<file path="config.mk">
export PLATFORM = sky130hd
export DESIGN_NAME = dosl_ctrl
export DESIGN_NICKNAME = d
export VERILOG_FILES = /design/src/dosl_pkg.sv /design/src/dosl_ctrl.sv
export SDC_FILE = /design/constraint.sdc
export NUM_CORES = 1
export LEC_CHECK = 0
export ABC_AREA = 1
export BUFFER_PORTS_ARGS = -buffer_cell sky130_fd_sc_hd__buf_4
export CORE_AREA = 2 2 39 41
export CTS_CLUSTER_SIZE = 40
export DETAILED_ROUTE_END_ITERATION = 10
export DIE_AREA = 0 0 41 43
export GPL_ROUTABILITY_DRIVEN = 0
export PLACE_DENSITY = 0.51
export SYNTH_ARGS = -nofsm -noshare
export SYNTH_HDL_FRONTEND = slang
export SYNTH_SLANG_ARGS = --single-unit
</file>
<file path="constraint.sdc">
create_clock -name i_clk -period 2.2 [get_ports i_clk]
set_input_delay 0.33 -clock i_clk [delete_from_list [all_inputs] [get_ports i_clk]]
set_output_delay 0.33 -clock i_clk [all_outputs]
set_load 0.02 [all_outputs]
</file>
<file path="src/dosl_pkg.sv">
// Shared types and constants for the octamer shape lookup block.
// No dependencies; imported by the controller, the datapath and the top level.
package dosl_pkg;

    localparam int unsigned TABLE_ENTRIES = 65536;
    localparam int unsigned INDEX_W       = 16;
    localparam int unsigned WIN_SLOTS     = 8;
    localparam int unsigned SUM_W         = 38;   // 32-bit entries, up to 64 of them

    localparam logic [31:0] MIN_LEN   = 32'd8;
    localparam logic [31:0] EDGE_SPAN = 32'd4;

    localparam logic ACT_WRITE = 1'b0;
    localparam logic ACT_QUERY = 1'b1;

    localparam logic [1:0] ST_OK    = 2'd0;
    localparam logic [1:0] ST_INDET = 2'd1;
    localparam logic [1:0] ST_BAD   = 2'd2;

    typedef enum logic [2:0] {
        S_CLEAR,
        S_IDLE,
        S_EXEC,
        S_ACCUM,
        S_FINISH
    } t_state;

    typedef enum logic [2:0] {
        K_WRITE,
        K_BAD,
        K_INDET,
        K_SINGLE,
        K_EDGE
    } t_kind;

    typedef struct packed {
        logic accept;
        logic clr;
        logic exec;
        logic acc;
        logic fin;
    } t_cmd;

    typedef struct packed {
        t_kind in_kind;
        logic  clr_last;
        logic  acc_last;
    } t_sts;

endpackage

</file>
<file path="src/dosl_ctrl.sv">
// Sequencer for the octamer shape lookup: clear sweep, execute, averaging loop.
// Depends on dosl_pkg.
module dosl_ctrl
    import dosl_pkg::*;
(
    input  logic i_clk,
    input  logic i_rst_n,
    input  logic start,
    input  t_sts i_sts,
    output t_cmd o_cmd,
    output logic busy
);

    t_state r_state;
    t_state n_state;

    always_ff @(posedge i_clk) begin
        if (!i_rst_n) begin
            r_state <= S_CLEAR;
        end else begin
            r_state <= n_state;
        end
    end

    always_comb begin
        n_state = r_state;
        unique case (r_state)
            S_CLEAR: begin
                if (i_sts.clr_last) n_state = S_IDLE;
            end
            S_IDLE: begin
                if (start) n_state = (i_sts.in_kind == K_EDGE) ? S_ACCUM : S_EXEC;
            end
            S_EXEC: begin
                n_state = S_IDLE;
            end
            S_ACCUM: begin
                if (i_sts.acc_last) n_state = S_FINISH;
            end
            S_FINISH: begin
                n_state = S_IDLE;
            end
            default: begin
                n_state = S_CLEAR;
            end
        endcase
    end

    always_comb begin
        o_cmd        = '0;
        o_cmd.accept = (r_state == S_IDLE) && start;
        o_cmd.clr    = (r_state == S_CLEAR);
        o_cmd.exec   = (r_state == S_EXEC);
        o_cmd.acc    = (r_state == S_ACCUM);
        o_cmd.fin    = (r_state == S_FINISH);
        busy         = (r_state != S_IDLE);
    end

    // edge steps skip the execute cycle: the first read is already in flight
    a_edge_to_accum: assert property (@(posedge i_clk) disable iff (!i_rst_n)
        (o_cmd.accept && i_sts.in_kind == K_EDGE) |=> (r_state == S_ACCUM))
        else $error("edge query did not enter averaging loop");

    a_other_to_exec: assert property (@(posedge i_clk) disable iff (!i_rst_n)
        (o_cmd.accept && i_sts.in_kind != K_EDGE) |=> (r_state == S_EXEC))
        else $error("single-cycle word did not enter execute");

    a_finish_after_last: assert property (@(posedge i_clk) disable iff (!i_rst_n)
        (r_state == S_FINISH) |-> ($past(r_state) == S_ACCUM && $past(i_sts.acc_last)))
        else $error("average finished before all entries were summed");

endmodule

</file>
==> results of run 1 <==
[stage by stage]
step           hold WS (ns)   power, W  instances  cell area [um^2]
2_1_floorplan         0.458  0.0000961         41               231
3_3_place_gp          0.581   0.000121         70               349
3_5_place_dp          0.594   0.000121         70               349
4_1_cts               0.350   0.000222         74               375
5_1_grt               0.361   0.000230         74               375
6_report              0.359   0.000214         74               375
[cell usage after synthesis]
library cell / number
sky130_fd_sc_hd__inv_2: 1
sky130_fd_sc_hd__nand3_2: 1
sky130_fd_sc_hd__o21ai_0: 1
sky130_fd_sc_hd__nor3_1: 2
sky130_fd_sc_hd__inv_1: 13
sky130_fd_sc_hd__dfxtp_1: 3
sky130_fd_sc_hd__a21oi_1: 1
sky130_fd_sc_hd__nor2_2: 1
sky130_fd_sc_hd__nand2_2: 2
sky130_fd_sc_hd__nor2_4: 1
sky130_fd_sc_hd__nor2_1: 7
sky130_fd_sc_hd__nand2_1: 6
sky130_fd_sc_hd__nand3_1: 2
[layout make-up]
class	instances	area share, %
inverter	14	14.0
multi-input combinational	24	31.7
clock buffer	4	7.00
timing repair buffer	13	26.0
tap	16	5.33
sequential	3	16.0
[cell families after synthesis]
family                 count (synthesis)  synth area share (%)
AOI/OAI and AO/OA                      2                  4.32
and+or+nand+nor                       22                  47.0
buffers and inverters                 14                  22.7
DFF                                    3                  25.9
[power by group through the flow]
stage | clock network, W | logic (W) | registers (W)
2_1_floorplan | 0 | 0.0000341 | 0.0000621
5_1_grt | 0.000104 | 0.0000632 | 0.0000627
3_3_place_gp | 0 | 0.0000576 | 0.0000630
4_1_cts | 0.000101 | 0.0000584 | 0.0000622
3_5_place_dp | 0 | 0.0000583 | 0.0000632
6_report | 0.0000946 | 0.0000573 | 0.0000622
[critical path, stage by stage (launching register included)]
cell                      delay, ns
sky130_fd_sc_hd__dfxtp_1       0.42
sky130_fd_sc_hd__inv_2         0.09
sky130_fd_sc_hd__nand2_1       0.08
sky130_fd_sc_hd__nor2_2        0.05
sky130_fd_sc_hd__nand2_1       0.08
sky130_fd_sc_hd__inv_1         0.04
sky130_fd_sc_hd__buf_4         0.14
[metal layers]
layer  vias up  GRT usage, %  routed length (um)
met2         5          12.5                 308
li1        150             -                   -
met5         -             0                   0
met4         0          6.00                   0
met1       117          7.03                 201
met3         0          2.09                  22
[worst max path at each step]
| stage | from | endpoint | slack, ns | depth (start not counted) |
|---|---|---|---|---|
| 2_1_floorplan | r_state[1] | o_cmd[2] | 0.96 | 2 |
| 3_3_place_gp | r_state[2] | o_cmd[4] | 1.0 | 6 |
| 3_5_place_dp | r_state[2] | o_cmd[4] | 0.98 | 6 |
| 4_1_cts | r_state[2] | o_cmd[4] | 0.72 | 6 |
| 5_1_grt | r_state[2] | o_cmd[4] | 0.67 | 6 |
| 6_report | r_state[2] | o_cmd[4] | 0.74 | 6 |
==> run_results.csv, run 1 <==
group,metric,value,unit
power,internal_pwr_total,0.000152,W
floorplan,dieWidth,41,um
synth,postSynthRegisterBits,3,
cts,cts_buffers,3,
grt,grt_antenna_before_repair,0,
power,clockPowerShare,44.2,%
cts,clock_path_buffers,2,
sta,slew_viol_final,0,
layout,multiInputGateArea,119,um^2
power,power_density,570,nW/um^2
synth,synth_fp_nets,49,
sta,timing.final.setup_violations,0,
layout,drive_above_1_share,37.9,%
sta,setup_repair_after_global_routing_missed_its_margin,"false",
sta,report.final.hold_viol_count,0,
sta,max_freq,0.686,GHz
floorplan,fp.dieH,43,um
power,share_comb_of_total_power,26.7,%
synth,netlist.top_cell.by_area,"sky130_fd_sc_hd__dfxtp_1",
synth,netlist_top_cells_area,"sky130_fd_sc_hd__dfxtp_1, sky130_fd_sc_hd__inv_1, sky130_fd_sc_hd__nor2_1, sky130_fd_sc_hd__nand2_1, sky130_fd_sc_hd__nand2_2",
grt,globalRouteOverflowTotal,0,
cts,worst_setup_hold_path_clk_slew,0.04,ns
synth,netlist_instances,41,
power,power.switching,0.0000617,W
hold_path,holdPathStages,3,
cts,clock_sink_count,3,
floorplan,die_area,1760,um^2
hold_path,min_delay_worst_endpoint,"r_state[0]",
grt,grt_first_pass_wirelength,910,um
layout,finalNetCount,67,
floorplan,start_util,16.7,%
routing,vias_per_cell,3.68,
synth,seq_area_frac_synth,25.9,%
power,share_seq_of_total_power,29.1,%
setup_path,crit_required,1.87,ns
layout,ff_latch_area,60.1,um^2
sta,setup_total_negative_slack,0,ns
grt,grt_max_degree,6,
setup_path,ff2ff_setup_slack,1.19,ns
routing,ant_nets,0,
sta,worst-slew-pin-transition,0.211,ns
synth,syn_avg_cell_area,5.65,um^2
layout,n_antenna_cell,0,
floorplan,coreArea,1380,um^2
sta,max-slew-margin-rel,85.9,%
power,sw_frac_of_total,28.8,%
floorplan,ios,14,
power,ir_worst_vdd,0.151,mV
hold_path,min-delay-path-class,"in2reg",
floorplan,rows,14,
synth,yosys_warnings,0,
placement,post-dp-hpwl,473,um
cts,clock_tree_from_tritoncts,"yes",
layout,final_core_util,27.1,%
setup_path,timing.critical_path.fanout_max,5,
routing,drtPass1Iterations,1,
setup_path,reg2reg_to,"r_state[0]",
cts,cts_repair_resize_count,0,
setup_path,crit-reg2reg-launch,"r_state[2]",
synth,synth_cell_types,13,
sta,worst_clock_skew,0.00101,ns
cts,clock-root-buffer,"sky130_fd_sc_hd__clkbuf_4",
setup_path,crit_path_end_kind,"output port",
grt,via_count_of_the_first_global_routing_pass,260,
cts,cts_hold_buffers,0,
routing,routed_wirelength,532,um
power,total_leakage_power,0.217,nW
routing,detailedRoute.firstIterationViolations,0,
layout,registers.top_by_ff_count,"r_state",
cts,cts.repair_timing.setup_buffer_count,0,
run,timing.max_cap.violations,0,
layout,area_delta_synth_final,62.2,%
layout,layout_top_registers,"r_state x3",
routing,drc,0,
placement,place_ws,0.979,ns
layout,commonest_non_fill_non_tap_cells_in_the_layout,"sky130_fd_sc_hd__inv_1, sky130_fd_sc_hd__buf_4, sky130_fd_sc_hd__nor2_1",
cts,cts.htree.levels,1,
hold_path,worst_hold_startpoint,"i_rst_n",
sta,finalCriticalPeriod,1.46,ns
layout,largest_reg_flops,3,
setup_path,crit_type,"reg2out",
synth,share_of_the_synthesized_area_in_the_top_cell_type,25.9,%
routing,total_number_of_vias,272,
sta,post-route-period-util,66.3,%
grt,grt_usage,7.52,%
placement,placement.io_buffers,13,
setup_path,crit_path_start_kind,"register",
cts,worstSkewPairLatency,0.23,ns
synth,syn_area,231,um^2
layout,n_fill_cell,166,
sta,timing.final.ws_setup,0.742,ns
setup_path,worst_r2r_path_depth,7,
routing,wire_per_inst,7.19,um
run_status,run_status,"complete, no violations",
setup_path,cp.arrival,1.13,ns
Power figures use the tool's default switching activity.
==> run 2: changes to the inputs <==
- PLACE_DENSITY: 0.51 -> 0.52
- clock period: 2.2 -> 1.25 ns (I/O delays scaled with it)
==> run_results.csv, run 2 (synthesized netlist as in run 1, its figures left out) <==
group,metric,value,unit
floorplan,die_area,1760,um^2
setup_path,worst_r2r_path_depth,8,
layout,layout_top_registers,"r_state x3",
floorplan,ios,14,
placement,place_ws,0.162,ns
setup_path,timing.critical_path.mode_cell,"sky130_fd_sc_hd__buf_4",
setup_path,reg2reg_to,"r_state[1]",
layout,final_area,452,um^2
grt,met1_usage,9.27,%
power,total_leakage_power,0.253,nW
power,power_density,901,nW/um^2
placement,placement.io_buffers,13,
sta,timing.hold.ws,0.199,ns
grt,grt_util_met2,15.3,%
layout,n_antenna_cell,0,
sta,report.final.hold_viol_count,0,
setup_path,crit_required,1.06,ns
layout,drive_above_1_share,53.8,%
routing,ant_nets,0,
sta,worst-slew-pin-transition,0.163,ns
layout,final_core_util,32.6,%
layout,most_common_cell_after_layout_fill_and_taps_aside,"sky130_fd_sc_hd__buf_4",
cts,clock-root-buffer,"sky130_fd_sc_hd__clkbuf_4",
floorplan,dieWidth,41,um
placement,post-dp-hpwl,454,um
layout,largest_reg_flops,3,
sta,timing.final.ws_setup,0.0143,ns
routing,total_number_of_vias,306,
setup_path,crit-reg2reg-launch,"r_state[2]",
cts,clock_path_buffers,2,
layout,n_fill_cell,160,
grt,grt_first_pass_wirelength,1080,um
hold_path,min_delay_worst_endpoint,"r_state[0]",
grt,grt_max_degree,6,
cts,worstSkewPairLatency,0.23,ns
routing,drc,0,
layout,multiInputGateArea,133,um^2
power,ir_worst_vdd,0.367,mV
placement,placed_area,349,um^2
sta,finalCriticalPeriod,1.24,ns
routing,wire_per_inst,7.77,um
setup_path,ff2ff_setup_slack,0.09,ns
sta,timing.final.setup_violations,0,
setup_path,crit_path_start_kind,"register",
floorplan,start_util,16.7,%
layout,commonest_non_fill_non_tap_cells_in_the_layout,"sky130_fd_sc_hd__buf_4, sky130_fd_sc_hd__inv_1, sky130_fd_sc_hd__nor2_1",
setup_path,timing.critical_path.fanout_max,3,
routing,detailedRoute.firstIterationViolations,7,
sta,setup_repair_after_global_routing_missed_its_margin,"true",
routing,drtPass1Iterations,3,
routing,vias_per_cell,3.78,
sta,worst_clock_skew,0.00115,ns
grt,grt_usage,9.32,%
layout,ff_latch_area,66.3,um^2
layout,finalNetCount,74,
cts,cts_buffers,3,
grt,grt_antenna_before_repair,0,
floorplan,fp.dieH,43,um
cts,clock_sink_count,3,
grt,globalRouteOverflowTotal,0,
cts,cts_hold_buffers,0,
cts,cts.htree.levels,1,
sta,max_freq,0.809,GHz
setup_path,cp_slowest_cell,"sky130_fd_sc_hd__dfxtp_4",
grt,grt.met3_usage,1.57,%
hold_path,min-delay-path-class,"in2reg",
routing,routed_wirelength,629,um
setup_path,crit_path_end_kind,"output port",
floorplan,coreArea,1380,um^2
cts,worst_setup_hold_path_clk_slew,0.04,ns
setup_path,cp.arrival,1.05,ns
grt,via_count_of_the_first_global_routing_pass,295,
sta,max-slew-margin-rel,89.1,%
setup_path,worstPathCellList,"buf_4 > nor3_1 > buf_4",
cts,clock_tree_from_tritoncts,"yes",
run,timing.max_cap.violations,0,
layout,registers.top_by_ff_count,"r_state",
floorplan,rows,14,
setup_path,worst_path_largest_cell_delay,0.34,ns
grt,busiest_layer,"met2",
sta,post-route-period-util,98.9,%
sta,slew_viol_final,0,
hold_path,worst_hold_startpoint,"i_rst_n",
layout,area_delta_synth_final,95.1,%
setup_path,crit_type,"reg2out",
run_status,run_status,"complete, no violations",
hold_path,holdPathStages,3,
## run 2: changes by cell type in the layout (fill, tap and decap cells not counted), sizes merged
cell	before	now
buf	13	20
## run 2: layout make-up
cell class                      count  share of cell area (%)
Inverter                           14                    11.6
Clock buffer                        4                    5.82
Multi-Input combinational cell     24                    29.4
Sequential cell                     3                    14.7
Tap cell                           16                    4.43
Timing Repair Buffer               20                    34.1
## run 2: routing by layer
metal | up-vias | wire [um]
met5 | - | 0
met4 | 0 | 0
met3 | 0 | 26
met2 | 4 | 389
met1 | 139 | 213
li1 | 163 | -
## run 2: metrics by stage
| stage | TNS (ns) | cells | total power (W) |
|---|---|---|---|
| after detailed placement | 0 | 70 | 0.000213 |
| after global routing | -0.110 | 81 | 0.000432 |
| final | 0 | 81 | 0.000407 |
| after CTS | -0.0106 | 80 | 0.000405 |
| after global placement | 0 | 70 | 0.000212 |
| after floorplan | 0 | 41 | 0.000169 |
## run 2: worst max path at each step
| stage | from | to | slack [ns] | cells past startpoint |
|---|---|---|---|---|
| CTS | r_state[2] | o_cmd[4] | -0.01 | 6 |
| global route | r_state[2] | o_cmd[2] | -0.04 | 3 |
| detailed placement | r_state[2] | o_cmd[4] | 0.16 | 6 |
| finish | r_state[2] | o_cmd[2] | 0.01 | 3 |
| floorplan | r_state[1] | o_cmd[2] | 0.15 | 2 |
| global placement | r_state[2] | o_cmd[4] | 0.18 | 6 |
## run 2: timing repair
item	in CTS	in global routing
buffers inserted	6	1
gates resized for setup	5	4
pin swaps	2	1
endpoints found under the setup margin	2	7
## run 2: critical path, delay by kind of cell, from the launching register on
| family | cells | cell delay, ns |
|---|---|---|
| and+or+nand+nor | 1 | 0.17 |
| DFF | 1 | 0.34 |
| buffers and inverters | 2 | 0.31 |
## run 2: report_power, final
group	switching [W]	internal (W)	total [W]
combinational	0.0000633	0.0000680	0.000131
clock	0.0000468	0.000119	0.000166
sequential	0.00000841	0.000101	0.000109
==> run 3: changes to the inputs <==
- PLACE_DENSITY: 0.52 -> unset
==> run_results.csv, run 3 (synthesized netlist as in run 1, its figures left out) <==
group,metric,value,unit
grt,grt_first_pass_wirelength,1010,um
run_status,run_status,"complete, no violations",
floorplan,start_util,16.7,%
sta,setup_total_negative_slack,0,ns
placement,place_ws,0.167,ns
placement,post-dp-hpwl,466,um
layout,commonest_non_fill_non_tap_cells_in_the_layout,"sky130_fd_sc_hd__buf_4, sky130_fd_sc_hd__inv_1, sky130_fd_sc_hd__nor2_1",
sta,setup_repair_after_global_routing_missed_its_margin,"false",
setup_path,cp.arrival,1.00,ns
run,timing.max_cap.violations,0,
placement,placed_area,349,um^2
setup_path,crit_path_end_kind,"output port",
sta,timing.hold.ws,0.204,ns
hold_path,min_delay_worst_endpoint,"r_state[0]",
grt,via_count_of_the_first_global_routing_pass,306,
sta,max_freq,0.841,GHz
layout,n_antenna_cell,0,
hold_path,worst_hold_startpoint,"i_rst_n",
sta,post-route-period-util,95.1,%
hold_path,holdPathStages,3,
setup_path,worst_r2r_path_depth,8,
setup_path,ff2ff_setup_slack,0.10,ns
layout,n_fill_cell,159,
cts,cts_buffers,3,
cts,worstSkewPairLatency,0.23,ns
routing,wire_per_inst,7.35,um
routing,routed_wirelength,588,um
cts,cts_hold_buffers,0,
grt,grt_usage,8.53,%
power,total_leakage_power,0.249,nW
cts,clock-root-buffer,"sky130_fd_sc_hd__clkbuf_4",
power,ir_worst_vdd,0.340,mV
layout,layout_top_registers,"r_state x3",
hold_path,min-delay-path-class,"in2reg",
routing,detailedRoute.firstIterationViolations,0,
floorplan,fp.dieH,43,um
setup_path,timing.critical_path.fanout_max,5,
setup_path,crit_path_start_kind,"register",
floorplan,rows,14,
layout,registers.top_by_ff_count,"r_state",
floorplan,ios,14,
routing,drc,0,
grt,grt_antenna_before_repair,0,
grt,globalRouteOverflowTotal,0,
sta,max-slew-margin-rel,89.4,%
cts,worst_setup_hold_path_clk_slew,0.03,ns
sta,finalCriticalPeriod,1.19,ns
cts,clock_tree_from_tritoncts,"yes",
setup_path,reg2reg_to,"r_state[1]",
grt,grt_max_degree,6,
routing,total_number_of_vias,305,
layout,final_area,460,um^2
setup_path,crit_type,"reg2out",
sta,report.final.hold_viol_count,0,
floorplan,coreArea,1380,um^2
layout,area_delta_synth_final,98.9,%
floorplan,die_area,1760,um^2
sta,worst-slew-pin-transition,0.158,ns
layout,drive_above_1_share,56.3,%
sta,timing.final.setup_violations,0,
layout,largest_reg_flops,3,
cts,clock_path_buffers,2,
power,power,0.000400,W
routing,ant_nets,0,
power,power_density,868,nW/um^2
layout,most_common_cell_after_layout_fill_and_taps_aside,"sky130_fd_sc_hd__buf_4",
cts,clock_sink_count,3,
placement,placement.io_buffers,13,
routing,vias_per_cell,3.81,
sta,worst_clock_skew,0.00324,ns
sta,slew_viol_final,0,
setup_path,crit-reg2reg-launch,"r_state[2]",
cts,cts.htree.levels,1,
setup_path,crit_required,1.06,ns
routing,drtPass1Iterations,1,
layout,finalNetCount,73,
sta,timing.final.ws_setup,0.0611,ns
floorplan,dieWidth,41,um
==> run 3: cell type report <==
cell class	count	area (um^2)	area share, %
repair buffers	19	146	31.8
clock buffers	4	26.3	5.71
multi-input cells	24	141	30.7
flip-flops and latches	3	71.3	15.5
inverters	14	55.1	12.0
well taps	16	20.0	4.35
==> run 3: per-stage QoR <==
stage / cells / util, %
6_report: 80 / 33.3
5_1_grt: 80 / 33.3
4_1_cts: 80 / 32.2
3_5_place_dp: 70 / 25.2
3_3_place_gp: 70 / 25.2
2_1_floorplan: 41 / -
==> run 3: worst max-delay path by stage <==
stage | end | start | depth (start not counted)
after floorplan | o_cmd[2] | r_state[1] | 2
after detailed placement | o_cmd[4] | r_state[2] | 6
final | o_cmd[0] | r_state[0] | 4
after global placement | o_cmd[4] | r_state[2] | 6
after CTS | o_cmd[4] | r_state[2] | 6
after global routing | o_cmd[4] | r_state[2] | 6
==> run 3: power by group <==
part	total, W	internal (W)	leakage, nW	switching [W]
Combinational	0.000123	0.0000625	0.207	0.0000608
Clock	0.000166	0.000119	0.0150	0.0000464
Sequential	0.000111	0.0000994	0.0267	0.0000113
Total	0.000400	0.000281	0.249	0.000118
==> run 3: what timing repair did <==
action,in CTS,in global routing
buffers inserted,6,0
resized for setup,9,6
pin swaps,2,3
endpoints found under the setup margin,2,3
==> run 3: worst max-delay path, cell delays in order, from the launching register on <==
cell and delay (ns):
sky130_fd_sc_hd__dfxtp_4 0.36, sky130_fd_sc_hd__nor2_2 0.12, sky130_fd_sc_hd__inv_1 0.06, sky130_fd_sc_hd__nor2_1 0.09
sky130_fd_sc_hd__buf_4 0.15
==> run 3: layer usage <==
layer | vias up | wire, um | share of wire [%] | GRT usage [%]
met5 | - | 0 | 0 | 0
li1 | 161 | - | - | -
met1 | 140 | 202 | 34 | 7.69
met2 | 4 | 364 | 62 | 14.4
met4 | 0 | 0 | 0 | 8.00
met3 | 0 | 20 | 3.4 | 1.57
